<file path="src/hdl/spfc_pkg.sv">
`default_nettype none
package spfc_pkg;

	// APB register map
	localparam int unsigned ADDR_W = 3;
	localparam logic [ADDR_W-1:0] ADDR_CRC_POLY = 3'd0;
	localparam logic [7:0] CRC_POLY_RESET = 8'h07;

	// mode byte flags
	localparam int unsigned MODE_TIME_FIRST = 3;
	localparam int unsigned MODE_MSB_FIRST = 2;
	localparam int unsigned MODE_CRC = 1;
	localparam int unsigned MODE_END = 0;

	// framing characters
	localparam logic [7:0] CH_A = 8'h41;
	localparam logic [7:0] CH_B = 8'h42;
	localparam logic [7:0] CH_Y = 8'h59;
	localparam logic [7:0] CH_Z = 8'h5A;

	// packet layout
	localparam logic [3:0] IDX_SYNC0 = 4'd0;
	localparam logic [3:0] IDX_SYNC1 = 4'd1;
	localparam logic [3:0] IDX_MODE = 4'd2;
	localparam logic [3:0] IDX_NUM = 4'd3;
	localparam logic [3:0] IDX_DATA = 4'd4;
	localparam logic [3:0] IDX_DATA_END = 4'd11;
	localparam logic [3:0] IDX_TAIL = 4'd12;
	localparam logic [3:0] CRC_BYTES = 4'd8;

endpackage
`default_nettype wire

</file>
<file path="src/hdl/spfc_item_if.sv">
`default_nettype none
interface spfc_item_if;
	logic        valid;
	logic        ready;
	logic [31:0] time_bits;
	logic [31:0] temp_bits;
	logic [7:0]  mode_byte;
	logic [7:0]  packet_number;

	modport source(output valid, output time_bits, output temp_bits, output mode_byte,
		output packet_number, input ready);
	modport sink(input valid, input time_bits, input temp_bits, input mode_byte,
		input packet_number, output ready);
endinterface
`default_nettype wire

</file>
<file path="src/hdl/spfc_byte_if.sv">
`default_nettype none
interface spfc_byte_if;
	logic       valid;
	logic       ready;
	logic [7:0] out_byte;
	logic       last;

	modport source(output valid, output out_byte, output last, input ready);
	modport sink(input valid, input out_byte, input last, output ready);
endinterface
`default_nettype wire

</file>
<file path="src/hdl/sensor_packet_framer_crc8_top.sv">
// Sensor packet framer. Each sample item (time word, temperature word, mode byte,
// packet number) becomes one byte packet: 'A', 'B', mode, packet number, eight
// data bytes (temperature first unless mode bit 3, each word LSB first unless
// mode bit 2), then a CRC byte if mode bit 1 and 'Y','Z' if mode bit 0. The packet
// is 12 to 15 bytes and leaves on the packet channel one byte per cycle while
// the byte channel is ready, last set on its final byte. The next item is taken
// in the cycle the last byte of the current packet moves into the output
// register, so packets run back to back with no gap. The CRC (non-reflected,
// zero init, no final xor, polynomial from register crc_poly at address 0,
// reset 0x07) runs over time then temperature bytes, one byte per cycle,
// finishing after eight bytes, well before the CRC byte slot. crc_poly must
// be written over APB only while no packet is in flight; the block itself
// does not enforce this.
`default_nettype none
module sensor_packet_framer_crc8_top
	import spfc_pkg::*;
#(
	parameter int unsigned CRC_WIDTH = 8
) (
	input  wire logic              clk,
	input  wire logic              arst_n,
	spfc_item_if.sink              sample,
	spfc_byte_if.source            packet,
	input  wire logic              psel,
	input  wire logic              penable,
	input  wire logic              pwrite,
	input  wire logic [ADDR_W-1:0] paddr,
	input  wire logic [31:0]       pwdata,
	output logic      [31:0]       prdata,
	output logic                   pready
);

	function automatic logic [7:0] word_byte(input logic [31:0] w, input logic [1:0] j,
		input logic msb);
		logic [1:0] pos;
		pos = msb ? ~j : j;
		return 8'(w >> {pos, 3'b000});
	endfunction

	// one data byte through the CRC register, MSB first
	function automatic logic [CRC_WIDTH-1:0] crc_feed(input logic [CRC_WIDTH-1:0] crc_in,
		input logic [7:0] b, input logic [CRC_WIDTH-1:0] poly);
		logic [CRC_WIDTH-1:0] c;
		logic                 top;
		c = crc_in;
		for (int i = 7; i >= 0; i--) begin
			top = c[CRC_WIDTH-1] ^ b[i];
			c = c << 1;
			if (top) begin
				c = c ^ poly;
			end
		end
		return c;
	endfunction

	// config register
	logic [7:0] crc_poly_q;
	logic       cfg_wr;

	// packet being sent
	logic                 work_vld_q;
	logic [31:0]          time_q;
	logic [31:0]          temp_q;
	logic [7:0]           mode_q;
	logic [7:0]           num_q;
	logic [3:0]           idx_q;
	logic [CRC_WIDTH-1:0] crc_q;
	logic [3:0]           crc_cnt_q;

	// output register
	logic       out_vld_q;
	logic [7:0] out_byte_q;
	logic       out_last_q;

	logic       take;
	logic       move;
	logic       out_free;
	logic       is_last;
	logic [3:0] last_idx;
	logic [3:0] data_k;
	logic [3:0] yz_pos;
	logic       sel_time;
	logic [7:0] cur_byte;
	logic [7:0] crc_in_byte;
	logic       crc_run;

	assign pready = 1'b1;
	assign cfg_wr = psel && penable && pwrite && pready;
	assign prdata = (paddr == ADDR_CRC_POLY) ? {24'd0, crc_poly_q} : 32'd0;

	always_ff @(posedge clk or negedge arst_n) begin
		if (!arst_n) begin
			crc_poly_q <= CRC_POLY_RESET;
		end else if (cfg_wr && paddr == ADDR_CRC_POLY) begin
			crc_poly_q <= pwdata[7:0];
		end
	end

	// handshake
	assign out_free     = !out_vld_q || packet.ready;
	assign move         = work_vld_q && out_free;
	assign last_idx     = IDX_DATA_END + 4'(mode_q[MODE_CRC]) + (mode_q[MODE_END] ? 4'd2 : 4'd0);
	assign is_last      = idx_q == last_idx;
	assign sample.ready = !work_vld_q || (move && is_last);
	assign take         = sample.valid && sample.ready;

	// byte selection
	assign data_k   = idx_q - IDX_DATA;
	assign sel_time = mode_q[MODE_TIME_FIRST] ^ data_k[2];
	assign yz_pos   = idx_q - IDX_TAIL - 4'(mode_q[MODE_CRC]);

	always_comb begin
		case (idx_q) inside
			IDX_SYNC0: cur_byte = CH_A;
			IDX_SYNC1: cur_byte = CH_B;
			IDX_MODE:  cur_byte = mode_q;
			IDX_NUM:   cur_byte = num_q;
			[IDX_DATA:IDX_DATA_END]: begin
				cur_byte = word_byte(sel_time ? time_q : temp_q, data_k[1:0],
					mode_q[MODE_MSB_FIRST]);
			end
			default: begin
				if (mode_q[MODE_CRC] && idx_q == IDX_TAIL) begin
					cur_byte = 8'(crc_q);
				end else if (yz_pos == 4'd0) begin
					cur_byte = CH_Y;
				end else begin
					cur_byte = CH_Z;
				end
			end
		endcase
	end

	// CRC covers time bytes then temperature bytes, one byte a cycle
	assign crc_run     = work_vld_q && (crc_cnt_q != CRC_BYTES);
	assign crc_in_byte = word_byte(crc_cnt_q[2] ? temp_q : time_q, crc_cnt_q[1:0],
		mode_q[MODE_MSB_FIRST]);

	always_ff @(posedge clk or negedge arst_n) begin
		if (!arst_n) begin
			work_vld_q <= 1'b0;
			idx_q      <= '0;
			crc_cnt_q  <= '0;
		end else begin
			if (take) begin
				work_vld_q <= 1'b1;
				idx_q      <= '0;
			end else if (move && is_last) begin
				work_vld_q <= 1'b0;
			end else if (move) begin
				idx_q <= idx_q + 4'd1;
			end
			if (take) begin
				crc_cnt_q <= '0;
			end else if (crc_run) begin
				crc_cnt_q <= crc_cnt_q + 4'd1;
			end
		end
	end

	always_ff @(posedge clk) begin
		if (take) begin
			time_q <= sample.time_bits;
			temp_q <= sample.temp_bits;
			mode_q <= sample.mode_byte;
			num_q  <= sample.packet_number;
			crc_q  <= '0;
		end else if (crc_run) begin
			crc_q <= crc_feed(crc_q, crc_in_byte, crc_poly_q[CRC_WIDTH-1:0]);
		end
	end

	// output register
	always_ff @(posedge clk or negedge arst_n) begin
		if (!arst_n) begin
			out_vld_q <= 1'b0;
		end else if (out_free) begin
			out_vld_q <= work_vld_q;
		end
	end

	always_ff @(posedge clk) begin
		if (move) begin
			out_byte_q <= cur_byte;
			out_last_q <= is_last;
		end
	end

	assign packet.valid    = out_vld_q;
	assign packet.out_byte = out_byte_q;
	assign packet.last     = out_last_q;

endmodule
`default_nettype wire
</file>
<file path="src/flat_wrapper.sv">
// flat-port wrapper written by rule: the top's interface ports become plain ports
module sensor_packet_framer_crc8_top_flat import spfc_pkg::*;
#(
	parameter int unsigned CRC_WIDTH = 8
)
  (clk, arst_n, psel, penable, pwrite, paddr, pwdata, prdata, pready, sample_valid, sample_time_bits, sample_temp_bits, sample_mode_byte, sample_packet_number, sample_ready, packet_valid, packet_out_byte, packet_last, packet_ready);
  spfc_item_if sample_i ();
  spfc_byte_if packet_i ();
  input  wire logic clk;
  input  wire logic arst_n;
  input  wire logic psel;
  input  wire logic penable;
  input  wire logic pwrite;
  input  wire logic [ADDR_W-1:0] paddr;
  input  wire logic [31:0] pwdata;
  output logic      [31:0] prdata;
  output logic pready;
  input wire logic [$bits(sample_i.valid)-1:0] sample_valid;
  input wire logic [$bits(sample_i.time_bits)-1:0] sample_time_bits;
  input wire logic [$bits(sample_i.temp_bits)-1:0] sample_temp_bits;
  input wire logic [$bits(sample_i.mode_byte)-1:0] sample_mode_byte;
  input wire logic [$bits(sample_i.packet_number)-1:0] sample_packet_number;
  output wire logic [$bits(sample_i.ready)-1:0] sample_ready;
  output wire logic [$bits(packet_i.valid)-1:0] packet_valid;
  output wire logic [$bits(packet_i.out_byte)-1:0] packet_out_byte;
  output wire logic [$bits(packet_i.last)-1:0] packet_last;
  input wire logic [$bits(packet_i.ready)-1:0] packet_ready;
  assign sample_i.valid = sample_valid;
  assign sample_i.time_bits = sample_time_bits;
  assign sample_i.temp_bits = sample_temp_bits;
  assign sample_i.mode_byte = sample_mode_byte;
  assign sample_i.packet_number = sample_packet_number;
  assign sample_ready = sample_i.ready;
  assign packet_valid = packet_i.valid;
  assign packet_out_byte = packet_i.out_byte;
  assign packet_last = packet_i.last;
  assign packet_i.ready = packet_ready;
  sensor_packet_framer_crc8_top #(.CRC_WIDTH(CRC_WIDTH)) u_core (.clk(clk), .arst_n(arst_n), .sample(sample_i), .packet(packet_i), .psel(psel), .penable(penable), .pwrite(pwrite), .paddr(paddr), .pwdata(pwdata), .prdata(prdata), .pready(pready));
endmodule
</file>
<file path="config.mk">
export PLATFORM = sky130hd
export DESIGN_NAME = sensor_packet_framer_crc8_top_flat
export DESIGN_NICKNAME = d
export VERILOG_FILES = /design/src/hdl/spfc_pkg.sv /design/src/hdl/spfc_item_if.sv /design/src/hdl/spfc_byte_if.sv /design/src/hdl/sensor_packet_framer_crc8_top.sv /design/src/flat_wrapper.sv
export SDC_FILE = /design/constraint.sdc
export NUM_CORES = 1
export LEC_CHECK = 0
export BUFFER_PORTS_ARGS = -buffer_cell sky130_fd_sc_hd__buf_2
export CAP_MARGIN = 40
export CELL_PAD_IN_SITES_DETAIL_PLACEMENT = 1
export CELL_PAD_IN_SITES_GLOBAL_PLACEMENT = 1
export CORE_MARGIN = 2
export CORE_UTILIZATION = 47
export CTS_CLUSTER_DIAMETER = 200
export DETAILED_ROUTE_END_ITERATION = 10
export PLACE_DENSITY_LB_ADDON = 0.1
export SYNTH_ARGS = -nofsm -noshare
export SYNTH_HDL_FRONTEND = slang
export SYNTH_SLANG_ARGS = --single-unit
</file>
<file path="constraint.sdc">
create_clock -name clk -period 8.1 [get_ports clk]
set_input_delay 0.81 -clock clk [delete_from_list [all_inputs] [get_ports clk]]
set_output_delay 0.81 -clock clk [all_outputs]
set_load 0.02 [all_outputs]
</file>
==> Implementation_results.wiki <==
{| class="wikitable"
! Metric !! Value
|-
| Number of I/O pins || between 150 and 200
|-
| DR WL/cell || 20.3 um
|-
| Number of antenna violations at the first check in global routing || 0
|-
| Setup repair after global routing missed its margin || false
|-
| Core region area || 15700 um2
|-
| Wire length of the first global-routing pass || around 30000 um
|-
| DRC violations left || 0
|-
| Site row count || 46
|-
| Count of yosys warnings during synthesis || 0
|-
| Share of the clock period used by the worst path after layout || ~65%
|-
| Number of global-route vias before repair || between 5000 and 6000
|-
| Cells after synthesis || 614
|-
| Number of storage elements in the synthesis netlist || 115
|-
| Part of the Yosys area used for sequential elements || between 40 and 50%
|-
| Top cells by instance count after synthesis || edfxtp_1 (89), nand2_1 (61), o21ai_0 (31), xnor2_1 (31), buf_4 (28)
|-
| Least-Margin Pin Slew || around 0.73 ns
|-
| Multi-input combinational cell area || 3740 um2
|-
| Share of cells above drive strength 1 || between 30% and 40%
|-
| Global placer's final weighted congestion || 0.842
|-
| Total Negative Setup Slacks || 0 ns
|-
| Crit path launch type || flop
|-
| Library cell with the largest summed area after synthesis || edfxtp_1
|-
| Maximum fanout along the worst path || 18
|-
| Async S/R FF share, synth || 15.7%
|-
| Max-slew violation count || 0
|-
| CTS H-Tree Depth || 4
|-
| Count of input and output buffers || 116
|-
| Routed vias || about 5400
|-
| Outcome || finished, final reports clean
|-
| Post-route clock skew || 0.00984 ns
|-
| Final #Nets || between 800 and 900
|-
| Class of the tightest hold or removal check || in -> async
|-
| CTS tree || done
|-
| CTS sink count || 115
|-
| Final min period || between 5 and 6 ns
|-
| Number of gates given a new drive strength after cts || 0
|-
| Seq. cell area || around 3300 um2
|-
| Die Area || around 17000 um2
|-
| Clock latency at the later pin of the worst-skew pair || around 0.43 ns
|-
| Vias per cell || 5.64
|-
| Dominant synthesized flop cell || edfxtp_1
|-
| Count of distinct cell types in the synthesized netlist || between 80 and 90
|-
| Placed cell area || 8030 um2
|-
| Clock tree buffer depth || 2
|-
| DPL Wire Length || about 14000 um
|-
| Largest net degree at the start of global routing || 59
|-
| Root Driver || clkbuf_16
|-
| Die width || ~130 um
|-
| Total overflow reported by the global router || 0
|-
| Reg2reg path depth || 15
|-
| Endpoints failing setup || 0
|-
| Number of buffers added by the clock tree synthesis step || 17
|-
| Max-Slew Margin vs Limit || 51.1%
|-
| Post-detailed-routing wire length || ~19000 um
|-
| Clock-pin slew on the worst setup and hold paths || 0.07 ns
|-
| Cts hold-fix bufs || 0
|-
| DRT antenna net count || 0
|-
| Die Ht || approximately 130 um
|-
| Fillers || between 1500 and 2000
|-
| All-Layer GR Usage || approximately a quarter
|-
| Maximum Capacitance Violations || 0
|-
| Data arrival time of the critical path || 5.58 ns
|-
| Iteration count of the initial detailed-routing pass || 5
|-
| Highest achievable clock rate || approximately 190 MHz
|-
| Data required time at the worst endpoint || around 8.4 ns
|-
| Final cell area excluding filler cells || between 8000 and 9000 um2
|-
| Final worst hold slack || 0.347 ns
|-
| Antenna Diode Count || 0
|-
| Area growth from synthesis to layout || 14.9%
|-
| Most repeated cell in the gate-level netlist after synthesis || edfxtp_1
|-
| Top cells by area, synth || edfxtp_1 (36%), mux4_2 (8.1%), dfrtp_1 (5.0%)
|-
| Path type of the worst setup path || reg -> reg
|-
| Critical Path Sink Type || flop
|-
| Final Hold Viols || 0
|-
| DRC violation total after the first TritonRoute iteration || 282
|-
| Setup bufs post-CTS || 0
|-
| Cell area after synthesis || 7500 um2
|-
| Top cell type's share of synthesized area || between 30% and 40%
|-
| Initial standard-cell utilization of the core || between 40% and 50%
|-
| Count of flip-flops with a built-in enable after synthesis || between 80 and 90
|-
| Syn_area_per_cell || ~12 um2
|}
layer usage:
layer / global-route usage [%] / vias to the layer above / part of all wire (%)
met3: 4.51 / 25 / 5.2
met2: 40.8 / 182 / 51
met4: 9.30 / 0 / 1.9
met1: 29.8 / 2671 / 42
li1: - / 2483 / -
met5: 0 / - / 0
critical path, stage by stage (launching register included):
cell and delay (ns):
dfrtp_1 0.70, and3b_2 0.29, o21bai_1 0.20, nand3_1 0.25
nor2_1 0.40, a2111oi_1 0.19, or4_4 0.61, a22oi_1 0.35
o21a_1 0.22, o22a_1 0.37, o21ai_0 0.17, xor2_1 0.20
a211oi_2 0.55, o21ai_1 0.16, xnor3_1 0.43, a21oi_1 0.07
path summary, 6_finish.rpt:
check | from | to | slack, ns
max | u_core.crc_cnt_q[0]$_DFFE_PN0P_ | u_core.crc_q[3]$_SDFFE_PP0P_ | 2.80
min | arst_n | u_core.crc_poly_q[5]$_DFFE_PN0P_ | 0.35
max reg2reg | u_core.crc_cnt_q[0]$_DFFE_PN0P_ | u_core.crc_q[3]$_SDFFE_PP0P_ | 2.80
min reg2reg | u_core.crc_cnt_q[3]$_DFFE_PN0P_ | u_core.crc_cnt_q[3]$_DFFE_PN0P_ | 0.56
max in group asynchronous | arst_n | u_core.crc_poly_q[2]$_DFFE_PN1P_ | 7.39
min in group clk | sample_temp_bits[8] | u_core.temp_q[8]$_DFFE_PP_ | 0.55
per-stage QoR:
step / cells / setup slack, ns / utilization, %
after floorplan: 637 / 3.78 / -
after global placement: 917 / 2.82 / 50.9
after detailed placement: 919 / 2.91 / 51.1
after CTS: 951 / 2.84 / 54.8
after global routing: 951 / 2.37 / 54.8
final: 951 / 2.80 / 54.8
registers in the layout, summed over array words and instances, names as in the netlist:
signal and cells:
u_core.packet.out_byte 8, u_core.crc_poly_q 8, u_core.packet.last 1, u_core.temp_q 32, u_core.num_q 8, u_core.time_q 32
u_core.idx_q 4, u_core.mode_q 8, u_core.work_vld_q 1, u_core.crc_q 8, u_core.packet.valid 1, u_core.crc_cnt_q 4
layout by cell type (no fill, tap or decap), drive strengths merged, types with 4 or more instances in the layout:
cell type,instances
buf,124
edfxtp,89
nand2,62
o21ai,43
xnor2,33
mux4,31
a21oi,27
inv,27
conb,25
nor2,24
mux2i,18
clkbuf,17
dfrtp,15
nand3,14
xor2,13
ha,12
xnor3,12
and2,11
mux2,8
o211ai,8
dfxtp,8
o21a,6
o22ai,6
nor3,6
a211oi,6
nand2b,5
a21o,5
nor3b,5
nand4,5
and3,5
clkinv,5
a31oi,4
o2111ai,4
cells by family (layout without fill, tap and decap cells):
logic type / count (synthesis) / after routing / share of synthesized area (%)
AO/OA/AOI/OAI: 135 / 135 / 12.4
XOR/XNOR: 59 / 59 / 10.0
other: 2 / 25 / 0.100
multiplexers: 57 / 57 / 13.1
flip-flops: 115 / 115 / 43.8
AND/OR/NAND/NOR: 155 / 155 / 10.7
buffers and inverters: 78 / 176 / 7.59
adder cells (fa/ha/maj): 13 / 13 / 2.27
cell type report:
type                    count  area share (%)
well taps                 216            3.14
clock inverters            15            1.89
clock buffers              17            4.94
inverters                  20           0.886
flip-flops and latches    115            38.1
repair buffers            124            7.67
multi-input cells         444            43.4
Power is left out: the tool's default activity adds up to more than one toggle a clock period on the data nets, which glitch-free logic cannot reach.
